--- config.mk ---
export PLATFORM = sky130hd
export DESIGN_NAME = websocket_frame_deframer_unit
export DESIGN_NICKNAME = d
export VERILOG_FILES = /design/src/design/wsfd_pkg.sv /design/src/design/websocket_frame_deframer_unit.sv /design/src/design/wsfd_queue.sv /design/src/design/wsfd_parser.sv
export SDC_FILE = /design/constraint.sdc
export NUM_CORES = 1
export LEC_CHECK = 0
export BUFFER_PORTS_ARGS = -buffer_cell sky130_fd_sc_hd__buf_2
export CORE_MARGIN = 10
export CORE_UTILIZATION = 30
export DETAILED_ROUTE_END_ITERATION = 8
export PLACE_DENSITY = 0.52
export SYNTH_ARGS = -nofsm -noshare
export SYNTH_HDL_FRONTEND = slang
export SYNTH_SLANG_ARGS = --single-unit
--- constraint.sdc ---
create_clock -name clock -period 5.6 [get_ports clock]
set_clock_uncertainty 0.15 [all_clocks]
set_input_delay 0.56 -clock clock [delete_from_list [all_inputs] [get_ports clock]]
set_output_delay 0.56 -clock clock [all_outputs]
set_load 0.1 [all_outputs]
--- src/design/wsfd_pkg.sv ---
// ---------------------------------------------------------------------------
// wsfd_pkg: shared types and constants for the frame deframer
// Widths of the byte and length fields, result kind codes, queue link type.
// ---------------------------------------------------------------------------
package wsfd_pkg;

   localparam int DATA_W = 8;
   localparam int LEN_W  = 31;
   localparam int KIND_W = 2;

   // Largest reportable frame length; longer lengths saturate to this.
   localparam logic [LEN_W-1:0] LEN_SAT = {LEN_W{1'b1}};

   typedef enum logic [KIND_W-1:0] {
      KIND_HEADER  = 2'd0,
      KIND_PAYLOAD = 2'd1,
      KIND_EMPTY   = 2'd2,
      KIND_TOO_BIG = 2'd3
   } wsfd_kind_type;

   // Head of the byte queue as seen by the parser.
   typedef struct packed {
      logic              valid;
      logic [DATA_W-1:0] data;
   } wsfd_head_type;

endpackage

--- src/design/websocket_frame_deframer_unit.sv ---
// ---------------------------------------------------------------------------
// websocket_frame_deframer_unit: receive-side frame parser
// Parses a byte stream into frame headers, unmasked payload and errors.
// ---------------------------------------------------------------------------
// Usage:
//   req_*  : one stream byte per transaction (valid/ready).
//   rsp_*  : exactly one result transaction per accepted byte, in order:
//            header absorbed, payload byte, empty frame done, or too big.
//   csr_*  : write max_payload; write only while no transaction is in flight.
// Path: an accepted byte is written into the queue, then popped by the parser
//   and its result registered in the result register, from which the result
//   transaction completes.
// Throughput: one byte per cycle sustained while rsp_ready stays high; the
//   parser does one state update per byte.
// Reset: synchronous; the parser waits for the first header byte,
//   max_payload returns to its largest value, the queue empties.
// Stall: when rsp_ready is low the result register holds and the queue
//   fills; req_ready drops once the QUEUE_DEPTH entries are taken.
// ---------------------------------------------------------------------------
module websocket_frame_deframer_unit
   import wsfd_pkg::*;
#(
   parameter int QUEUE_DEPTH = 2
) (
   input  logic              clock,
   input  logic              reset,
   input  logic              req_valid,
   output logic              req_ready,
   input  logic [DATA_W-1:0] req_data_byte,
   output logic              rsp_valid,
   input  logic              rsp_ready,
   output logic [KIND_W-1:0] rsp_kind,
   output logic [DATA_W-1:0] rsp_payload_byte,
   output logic [DATA_W-1:0] rsp_frame_flags,
   output logic [LEN_W-1:0]  rsp_frame_length,
   output logic              rsp_was_masked,
   output logic              rsp_last,
   input  logic              csr_wr_en,
   input  logic [LEN_W-1:0]  csr_wr_data
);

   logic [LEN_W-1:0] max_payload_ff, max_payload_in;
   wsfd_head_type    head;
   logic             pop;

   // Hold the length limit; take a write whenever the enable is high.
   assign max_payload_in = csr_wr_en ? csr_wr_data : max_payload_ff;

   always_ff @(posedge clock) begin
      if (reset) begin
         max_payload_ff <= LEN_SAT;
      end else begin
         max_payload_ff <= max_payload_in;
      end
   end

   // Front: accept bytes into a short queue so the input side and the
   // parser stall on their own. In steady flow one entry is taken, so with
   // the default depth a stall of the parser fills the queue and drops
   // req_ready in the cycle after the stall.
   wsfd_queue #(
      .DEPTH (QUEUE_DEPTH)
   ) u_queue (
      .clock         (clock),
      .reset         (reset),
      .req_valid     (req_valid),
      .req_ready     (req_ready),
      .req_data_byte (req_data_byte),
      .head          (head),
      .pop           (pop)
   );

   // Back: parse the header, check the length, unmask payload bytes.
   wsfd_parser u_parser (
      .clock            (clock),
      .reset            (reset),
      .max_payload      (max_payload_ff),
      .head             (head),
      .pop              (pop),
      .rsp_valid        (rsp_valid),
      .rsp_ready        (rsp_ready),
      .rsp_kind         (rsp_kind),
      .rsp_payload_byte (rsp_payload_byte),
      .rsp_frame_flags  (rsp_frame_flags),
      .rsp_frame_length (rsp_frame_length),
      .rsp_was_masked   (rsp_was_masked),
      .rsp_last         (rsp_last)
   );

endmodule

--- src/design/wsfd_queue.sv ---
// ---------------------------------------------------------------------------
// wsfd_queue: input side and byte queue
// Accepts stream bytes and holds them until the parser pops them.
// ---------------------------------------------------------------------------
module wsfd_queue
   import wsfd_pkg::*;
#(
   parameter int DEPTH = 2
) (
   input  logic              clock,
   input  logic              reset,
   input  logic              req_valid,
   output logic              req_ready,
   input  logic [DATA_W-1:0] req_data_byte,
   output wsfd_head_type     head,
   input  logic              pop
);

   localparam int PTR_W = (DEPTH > 1) ? $clog2(DEPTH) : 1;
   localparam int CNT_W = $clog2(DEPTH + 1);
   localparam logic [PTR_W-1:0] PTR_LAST = PTR_W'(DEPTH - 1);
   localparam logic [CNT_W-1:0] CNT_FULL = CNT_W'(DEPTH);

   logic [DATA_W-1:0] mem_ff [DEPTH];
   logic [PTR_W-1:0]  wr_ptr_ff, wr_ptr_in;
   logic [PTR_W-1:0]  rd_ptr_ff, rd_ptr_in;
   logic [CNT_W-1:0]  count_ff, count_in;
   logic              push;
   logic              do_pop;

   assign req_ready = (count_ff != CNT_FULL);
   assign push      = req_valid && req_ready;
   assign do_pop    = pop && (count_ff != '0);

   assign head.valid = (count_ff != '0);
   assign head.data  = mem_ff[rd_ptr_ff];

   always_comb begin
      wr_ptr_in = wr_ptr_ff;
      rd_ptr_in = rd_ptr_ff;
      count_in  = count_ff;
      if (push) begin
         wr_ptr_in = (wr_ptr_ff == PTR_LAST) ? '0 : wr_ptr_ff + 1'b1;
      end
      if (do_pop) begin
         rd_ptr_in = (rd_ptr_ff == PTR_LAST) ? '0 : rd_ptr_ff + 1'b1;
      end
      if (push && !do_pop) begin
         count_in = count_ff + 1'b1;
      end else if (do_pop && !push) begin
         count_in = count_ff - 1'b1;
      end
   end

   always_ff @(posedge clock) begin
      if (reset) begin
         wr_ptr_ff <= '0;
         rd_ptr_ff <= '0;
         count_ff  <= '0;
      end else begin
         wr_ptr_ff <= wr_ptr_in;
         rd_ptr_ff <= rd_ptr_in;
         count_ff  <= count_in;
      end
   end

   always_ff @(posedge clock) begin
      if (push) begin
         mem_ff[wr_ptr_ff] <= req_data_byte;
      end
   end

endmodule

--- src/design/wsfd_parser.sv ---
// ---------------------------------------------------------------------------
// wsfd_parser: frame header parser and payload unmasker
// Pops one byte per cycle while the result register can take it, advances the frame state, registers the result.
// ---------------------------------------------------------------------------
module wsfd_parser
   import wsfd_pkg::*;
(
   input  logic              clock,
   input  logic              reset,
   input  logic [LEN_W-1:0]  max_payload,
   input  wsfd_head_type     head,
   output logic              pop,
   output logic              rsp_valid,
   input  logic              rsp_ready,
   output logic [KIND_W-1:0] rsp_kind,
   output logic [DATA_W-1:0] rsp_payload_byte,
   output logic [DATA_W-1:0] rsp_frame_flags,
   output logic [LEN_W-1:0]  rsp_frame_length,
   output logic              rsp_was_masked,
   output logic              rsp_last
);

   typedef enum logic [2:0] {
      PH_B0   = 3'd0,
      PH_B1   = 3'd1,
      PH_EXT  = 3'd2,
      PH_MASK = 3'd3,
      PH_DATA = 3'd4
   } phase_type;

   localparam logic [6:0] CODE_EXT16 = 7'd126;
   localparam logic [6:0] CODE_EXT64 = 7'd127;

   phase_type         phase_ff, phase_in;
   logic [DATA_W-1:0] flags_ff, flags_in;
   logic [LEN_W-1:0]  len_ff, len_in;
   logic              big_ff, big_in;
   logic [2:0]        left_ff, left_in;
   logic [31:0]       key_ff, key_in;
   logic              masked_ff, masked_in;
   logic [1:0]        idx_ff, idx_in;
   logic [LEN_W-1:0]  remain_ff, remain_in;

   logic              valid_ff;
   wsfd_kind_type     kind_ff, kind_in;
   logic [DATA_W-1:0] pay_ff, pay_in;
   logic [DATA_W-1:0] oflags_ff;
   logic [LEN_W-1:0]  olen_ff;
   logic              omasked_ff;
   logic              last_ff, last_in;

   logic [DATA_W-1:0] b;
   logic [6:0]        code;
   logic [DATA_W-1:0] key_byte;
   logic              check_len;

   // Pop whenever the result register is empty or being drained.
   assign pop = head.valid && (!valid_ff || rsp_ready);
   assign b   = head.data;
   assign code = b[6:0];

   always_comb begin
      case (idx_ff)
         2'd0:    key_byte = key_ff[31:24];
         2'd1:    key_byte = key_ff[23:16];
         2'd2:    key_byte = key_ff[15:8];
         default: key_byte = key_ff[7:0];
      endcase
   end

   always_comb begin
      phase_in  = phase_ff;
      flags_in  = flags_ff;
      len_in    = len_ff;
      big_in    = big_ff;
      left_in   = left_ff;
      key_in    = key_ff;
      masked_in = masked_ff;
      idx_in    = idx_ff;
      remain_in = remain_ff;
      kind_in   = KIND_HEADER;
      pay_in    = '0;
      last_in   = 1'b0;
      check_len = 1'b0;

      case (phase_ff)
         PH_B1: begin
            masked_in = b[7];
            if (code == CODE_EXT64 || code == CODE_EXT16) begin
               len_in   = '0;
               big_in   = 1'b0;
               // Eight bytes is stored as zero: the count wraps through seven.
               left_in  = (code == CODE_EXT64) ? 3'd0 : 3'd2;
               phase_in = PH_EXT;
            end else begin
               len_in    = LEN_W'(code);
               big_in    = 1'b0;
               check_len = 1'b1;
            end
         end
         PH_EXT: begin
            big_in  = big_ff || (len_ff[LEN_W-1:LEN_W-8] != '0);
            len_in  = {len_ff[LEN_W-9:0], b};
            left_in = left_ff - 1'b1;
            if (left_in == '0) begin
               check_len = 1'b1;
            end
         end
         PH_MASK: begin
            key_in  = {key_ff[23:0], b};
            left_in = left_ff - 1'b1;
            if (left_in == '0) begin
               idx_in = '0;
               if (remain_ff == '0) begin
                  phase_in = PH_B0;
                  kind_in  = KIND_EMPTY;
                  last_in  = 1'b1;
               end else begin
                  phase_in = PH_DATA;
               end
            end
         end
         PH_DATA: begin
            pay_in    = b ^ (masked_ff ? key_byte : '0);
            kind_in   = KIND_PAYLOAD;
            idx_in    = idx_ff + 1'b1;
            remain_in = remain_ff - 1'b1;
            if (remain_in == '0) begin
               last_in  = 1'b1;
               idx_in   = '0;
               phase_in = PH_B0;
            end
         end
         default: begin
            flags_in  = b;
            len_in    = '0;
            big_in    = 1'b0;
            key_in    = '0;
            masked_in = 1'b0;
            idx_in    = '0;
            remain_in = '0;
            left_in   = '0;
            phase_in  = PH_B1;
         end
      endcase

      // Length complete: reject, go to the key, finish empty, or stream data.
      if (check_len) begin
         if (big_in || (len_in > max_payload)) begin
            phase_in = PH_B0;
            kind_in  = KIND_TOO_BIG;
         end else begin
            remain_in = len_in;
            if (masked_in) begin
               phase_in = PH_MASK;
               left_in  = 3'd4;
            end else if (len_in == '0) begin
               phase_in = PH_B0;
               kind_in  = KIND_EMPTY;
               last_in  = 1'b1;
            end else begin
               phase_in = PH_DATA;
            end
         end
      end
   end

   always_ff @(posedge clock) begin
      if (reset) begin
         phase_ff  <= PH_B0;
         flags_ff  <= '0;
         len_ff    <= '0;
         big_ff    <= 1'b0;
         left_ff   <= '0;
         key_ff    <= '0;
         masked_ff <= 1'b0;
         idx_ff    <= '0;
         remain_ff <= '0;
         valid_ff  <= 1'b0;
      end else begin
         if (pop) begin
            phase_ff  <= phase_in;
            flags_ff  <= flags_in;
            len_ff    <= len_in;
            big_ff    <= big_in;
            left_ff   <= left_in;
            key_ff    <= key_in;
            masked_ff <= masked_in;
            idx_ff    <= idx_in;
            remain_ff <= remain_in;
            valid_ff  <= 1'b1;
         end else if (rsp_ready) begin
            valid_ff  <= 1'b0;
         end
      end
   end

   always_ff @(posedge clock) begin
      if (pop) begin
         kind_ff    <= kind_in;
         pay_ff     <= pay_in;
         oflags_ff  <= flags_in;
         olen_ff    <= big_in ? LEN_SAT : len_in;
         omasked_ff <= masked_in;
         last_ff    <= last_in;
      end
   end

   assign rsp_valid        = valid_ff;
   assign rsp_kind         = kind_ff;
   assign rsp_payload_byte = pay_ff;
   assign rsp_frame_flags  = oflags_ff;
   assign rsp_frame_length = olen_ff;
   assign rsp_was_masked   = omasked_ff;
   assign rsp_last         = last_ff;

`ifndef NO_ASSERTIONS
   a_first_byte_advances: assert property (@(posedge clock) disable iff (reset)
      (pop && phase_ff == PH_B0) |=> (phase_ff == PH_B1))
      else $error("first header byte did not advance to second byte");

   a_reject_not_last: assert property (@(posedge clock) disable iff (reset)
      (rsp_valid && rsp_kind == KIND_TOO_BIG) |-> !rsp_last)
      else $error("rejected frame marked last");

   a_data_has_bytes: assert property (@(posedge clock) disable iff (reset)
      (phase_ff == PH_DATA) |-> (remain_ff != '0))
      else $error("payload phase with no bytes remaining");
`endif

endmodule

## After elaboration in Yosys (flattened, before gate mapping)

Memory sizes are Yosys's and may differ from the RTL's. A register that Yosys moved wholly into a read port is not among the register bits.
Cells that the tools add are included.
Widths: inputs -> output; s select.

| storage, ports and cells | value |
|---|---|
| register bits | 199 |
| memory bits (writable) | 16 |
| input port bits | 44 |
| output and inout bits | 53 |
| word-level logic and storage cells | 134 |
| memories | 1 |

Memory list:

| memory | words | width | rd ports | clocked after memory_dff | wr ports | RTL line | text |
|---|---|---|---|---|---|---|---|
| u_queue.mem_ff | 2 | 8 | 1 | 1 | 1 | wsfd_queue.sv:24 | `logic [DATA_W-1:0] mem_ff [DEPTH];` |

| operators by class | value |
|---|---|
| add/subtract/negate cells | 7 |
| order comparisons | 1 |
| equality and inequality tests | 14 |
| muxes and demuxes | 57 |
| bitwise logic cells | 3 |
| reductions and logical operators | 31 |

Operators by type and width:

| cell | count |
|---|---|
| $logic_not 31->1 | 3 |
| $pmux 31 s3 | 1 |
| $pmux 32 s2 | 1 |
| $mux 31 | 2 |
| $pmux 31 s2 | 1 |
| $mux 3 | 12 |
| $gt 31x31->1 | 1 |
| $sub 31x1->31 const B | 1 |
| $pmux 8 s3 | 1 |
| $mux 2 | 11 |
| $mux 1 | 17 |
| $mux 8 | 2 |
| $eq 7x7->1 const B | 2 |
| $pmux 3 s4 | 1 |
| $ne 3x1->1 const B | 3 |
| $pmux 3 s3 | 1 |
| $reduce_or 3->1 | 3 |
| $pmux 1 s2 | 4 |
| $reduce_bool 8->1 | 1 |
| $xor 8x8->8 | 1 |
| $mux 7 | 1 |
| $eq 3x2->1 const B | 2 |
| $pmux 2 s3 | 1 |
| $reduce_bool 2->1 | 3 |
| 22 further kinds | 37 |

## Logic depth before layout (Yosys ltp)

| depth | value |
|---|---|
| word-level depth | 9 |
| depth in mapped cells | 19 |
| depth with buffers taken out | 15 |

## Modules after synthesis

A second synthesis with hierarchy kept.

| second synthesis, totals | value |
|---|---|
| cell total of the unflattened synthesis | 1356 |
| area, all modules | 11966.5 um2 |

By module, submodules not included:

| module | instances | cells each | area each (um2) | seq. area each (um2) |
|---|---|---|---|---|
| wsfd_parser | 1 | 1205 | 9998.3 | 3793.6 |
| websocket_frame_deframer_unit | 1 | 102 | 1162.4 | 620.6 |
| wsfd_queue | 1 | 49 | 805.8 | 580.6 |

## Worst setup path after synthesis

No wires, ideal clock.

| path | value |
|---|---|
| kind | register to register |
| from | reg with a tool-made name |
| to | reg u_parser.remain_ff[25] |
| library setup time | 0.219 ns |
| arrival | 3.551 ns |
| data required time | 5.231 ns |
| path slack | 1.680 ns |
| cell stages (with the launch flop) | 17 |
| buffers on the path | 3 |
| clock period less this slack | 3.920 ns |
| cells stage by stage | dfxtp_1 -> buf_2 -> mux2_2 -> a21oi_1 -> a31oi_1 -> a222oi_1 -> inv_1 -> ha_1 -> a211oi_1 -> nor2_1 -> o31a_1 -> o31a_1 -> or2_2 -> buf_2 -> buf_1 -> a21oi_1 -> o22ai_1 |

RTL lines:

| what | RTL line | text |
|---|---|---|
| to (signal assigned) | wsfd_parser.sv:190 | `remain_ff <= remain_in;` |
| to (decl) | wsfd_parser.sv:42 | `logic [LEN_W-1:0] remain_ff, remain_in;` |

## Final worst setup path

| path | value |
|---|---|
| from | reg u_parser.phase_ff[1] |
| to | reg u_parser.phase_ff[0] |

| on the way | value |
|---|---|
| cells in the longest elaborated chain, start to end | 7 |
| elaborated cells between the ends (all ways) | 21 |
| classes of those cells | 1 x order compare; 8 x eq/ne; 8 x mux; 4 x reduce/logical |

Ends and longest elaborated chain:

| what | RTL line | text |
|---|---|---|
| from (decl) | wsfd_parser.sv:34 | `phase_type phase_ff, phase_in;` |
| from (signal assigned) | wsfd_parser.sv:182 | `phase_ff <= phase_in;` |
| $eq 3x2->1 / $eq 3x3->1 (equally long branches) | wsfd_parser.sv:86 | `case (phase_ff)` |
| $reduce_or 2->1 (no source line) | n/a |  |
| $pmux 31 s3 (*) | wsfd_parser.sv:86 |  |
| via u_parser.len_in[4] | wsfd_parser.sv:36 | `logic [LEN_W-1:0] len_ff, len_in;` |
| $gt 31x31->1 (*) | wsfd_parser.sv:149 | `if (big_in \|\| (len_in > max_payload)) begin` |
| $logic_or 1x1->1 (*) | wsfd_parser.sv:149 |  |
| $mux 3 (*) | wsfd_parser.sv:149 |  |
| $mux 3 (*) | wsfd_parser.sv:148 | `if (check_len) begin` |

The timed path passes the listed nets; every way through them passes the cells marked *.
A chain may end at the register's enable or synchronous reset.

==> flow_summary_export.csv <==
group,metric,value,unit
run,cap_violations,0,
global_route,grt_pass1_vias,9731,
clock_network,numCtsBuffers,24,
synth,synth_top_area_frac,0.264,
placement,dp_hpwl,25100,µm
synth,synth-edff-count,67,
critical_path,critPathTopFamily,"simple AND/OR/NAND/NOR gates",
clock_network,clk_latency,0.52,ns
floorplanning,start_util,0.306,
synth,yosysUniqueCellTypes,68,
critical_path,cp_data_arrival_time,5.25,ns
finish,n_antenna_cell,0,
placement,numPortBuffers,96,
hold_path,hp-start,"req_data_byte[5]",
floorplanning,rows,70,
global_route,grt_use_total,0.150,
critical_path,reg2reg_to,"u_parser.phase_ff[0]$_SDFFE_PP0P_",
clock_network,cts_tree,"yes",
synth,yosysSeqAreaShare,0.442,
critical_path,max_stage_delay,0.67,ns
floorplanning,die_x,214,µm
finish,multi_input_area,5640,µm²
critical_path,slowest_stage,"nor3_1",
synth,synth_async_sr_flop_share,0,
synth,ys.flop_type,"dfxtp_1",
critical_path,path_common_cell,"buf_4",
hold_path,worstHoldPathType,"in -> reg",
synth,synthesis.nets,1395,
timing,fin_tns_setup,0,ns
synth,avgSynthCellArea,8.61,µm²
critical_path,r2r-start,"u_parser.phase_ff[1]$_SDFFE_PP0P_",
timing,slew_headroom,0.211,
critical_path,path_buf_inv,4,
global_route,overflow,0,
hold_path,holdPathStages,1,
synth,synth_area,11300,µm²
critical_path,cp_max_fo,24,
timing,fmax,0.202,GHz
drt,drtPass1Iterations,8,
finish,final_nets,1465,
clock_network,htree_levels,1,
clock_network,clockBufferDepth,3,
critical_path,path_cells,"buf_4 > nor2b_1 > nand2_1 > nor3_1 > a222oi_1 > buf_4 > inv_1 > ha_1 > a211oi_1 > nor2_1 > o31a_1 > o31a_1 > buf_4 > nor3_1 > nor2_1 > a211oi_1",
timing,rsz0062_at_grt,"no",
drt,avgRoutedWirePerCell,18.9,µm
floorplanning,num_io_pins,97,
critical_path,startpoint_type,"register",
floorplanning,fp.coreArea,36900,µm²
finish,regArea,4990,µm²
finish,fin_util,0.357,
critical_path,timing.setup.critical_path_class,"reg -> reg",
synth,ys_top_cells_by_area,"dfxtp_1, edfxtp_1, nand2_1",
run_status,outcome,"completed",
drt,final_antenna_net_count,0,
timing,finalHoldViolCount,0,
timing,final-max-slew-violation-count,0,
timing,setup-violations-final,0,
floorplanning,die_h,214,µm
synth,synth_seq_cells,216,
drt,drt_wl_total,36000,µm
critical_path,crit_required,5.89,ns
critical_path,worst-r2r-setup-slack,0.64,ns
clock_network,cts_sinks,216,
finish,area_growth,16.5,%
hold_path,hold_end,"u_queue.mem_ff[1][5]$_DFFE_PP_",
clock_network,post_cts_buffers,0,
synth,synth_warnings,0,
drt,first_iter_violations,997,
timing,min_period,4.96,ns
global_route,grt_pass1_wl,56600,µm
timing,layout_worst_path_cycle_share,0.886,
clock_network,ctsHoldBuffers,0,
drt,viasPerCell,5.35,
drt,vias,10200,
synth,synth_top_cell_by_area,"dfxtp_1",
timing,worstMarginPinSlew,1.18,ns
finish,nFillCells,3835,
finish,drive_gt1_frac,0.144,
floorplanning,dieArea,45800,µm²
clock_network,cts_root_buf,"clkbuf_16",
drt,drc,0,
placement,gp_congestion,0.853,
global_route,grt_max_degree,86,
critical_path,rr_worst_depth,16,
synth,synthCells,1311,
critical_path,cp-end-kind,"register",
clock_network,path_clk_slew,0.06,ns
global_route,antenna_found_initial,0,
clock_network,cts_resized,0,
==> layout by cell type, fill, tap and decap left out, types with 9 or more instances in the layout <==
master,instances
buf_4,44
buf_2,96
nand2_1,207
a22o_1,11
o221ai_1,10
or3_1,11
nor2_1,87
clkbuf_16,24
a222oi_1,21
a32o_1,21
a21oi_1,107
nor4_1,9
nor2b_1,12
and2_1,16
dfxtp_1,149
nand4_1,20
ha_1,40
xnor2_1,16
nand3b_1,18
o21ai_0,38
nor3_1,29
a211oi_1,39
mux2_2,9
inv_1,75
nand3_1,54
edfxtp_1,67
o211ai_1,35
==> stage by stage <==
step	setup WS (ns)	instance area (µm²)	hold slack [ns]	std cells
after floorplan	1.68	11300	0.281	1311
after global placement	0.742	12400	0.289	1859
after detailed placement	0.778	12400	0.295	1859
after CTS	0.752	13200	0.0463	1903
after global routing	0.182	13200	0.0585	1903
final	0.640	13200	0.0688	1903
==> layout make-up <==
type,instances,share of cell area
well taps,504,0.0479
repair buffers,140,0.0616
clock inverters,12,0.0114
inverters,77,0.0222
multi-input cells,922,0.428
clock buffers,32,0.0487
flip-flops and latches,216,0.380
==> synth_stat cells (all sizes together) (3+ instances only) <==
| cell | instances |
|---|---|
| xor2 | 8 |
| and3 | 8 |
| nand3 | 55 |
| o32ai | 3 |
| nor3 | 30 |
| or3 | 11 |
| and2 | 16 |
| or4 | 4 |
| nand2 | 207 |
| ha | 40 |
| inv | 75 |
| a22oi | 9 |
| nor2 | 89 |
| o221ai | 10 |
| a22o | 11 |
| a31oi | 7 |
| nor4 | 10 |
| or2 | 3 |
| and4 | 4 |
| buf | 20 |
| a211oi | 39 |
| o21a | 4 |
| a21oi | 107 |
| nand4 | 20 |
| mux2i | 7 |
| o211ai | 35 |
| o31a | 3 |
| mux2 | 9 |
| nand2b | 4 |
| nand4b | 3 |
| xnor2 | 16 |
| a221o | 4 |
| a32o | 21 |
| o21ai | 40 |
| clkbuf | 76 |
| o22ai | 3 |
| a222oi | 21 |
| nor2b | 12 |
| a2111oi | 4 |
| nand3b | 18 |
| o31ai | 6 |
| dfxtp | 149 |
| edfxtp | 67 |
==> registers in the layout, indices dropped and copies added (netlist names), 3 cells and up, named ones only <==
register,flops
u_parser.rsp_payload_byte,8
u_parser.rsp_frame_flags,8
u_queue.mem_ff,16
max_payload_ff,31
u_parser.len_ff,31
u_parser.key_ff,32
u_parser.phase_ff,3
u_parser.flags_ff,8
u_parser.left_ff,3
u_parser.rsp_frame_length,31
u_parser.remain_ff,31
==> routing by layer <==
layer,global-route usage,routed length (µm),vias to the layer above
met4,0.0409,848,0
li1,-,-,4897
met3,0.0251,1860,50
met1,0.206,16700,4923
met2,0.238,16600,313
met5,0,0,-
==> kinds of logic after synthesis <==
kind of cell,share of synthesized area
AOI/OAI and AO/OA,0.209
xor gates and xnor gates,0.0186
adders and majority gates,0.0443
buffers and inverters,0.0596
DFF,0.442
muxes,0.0152
and+or+nand+nor,0.211
==> worst max-delay path by stage <==
stage / from / to / slack, ns / cells past startpoint
after global routing: u_parser.phase_ff[1]$_SDFFE_PP0P_ / u_parser.phase_ff[0]$_SDFFE_PP0P_ / 0.18 / 16
after detailed placement: u_parser.phase_ff[1]$_SDFFE_PP0P_ / u_parser.phase_ff[0]$_SDFFE_PP0P_ / 0.78 / 16
after CTS: u_parser.phase_ff[1]$_SDFFE_PP0P_ / u_parser.phase_ff[0]$_SDFFE_PP0P_ / 0.75 / 16
after global placement: u_parser.phase_ff[1]$_SDFFE_PP0P_ / u_parser.phase_ff[0]$_SDFFE_PP0P_ / 0.74 / 13
after floorplan: register / u_parser.remain_ff[25]$_SDFFE_PP0P_ / 1.68 / 16
final: u_parser.phase_ff[1]$_SDFFE_PP0P_ / u_parser.phase_ff[0]$_SDFFE_PP0P_ / 0.64 / 16
Power is left out: the tool's default activity adds up to more than one toggle a clock period on the data nets, which glitch-free logic cannot reach.
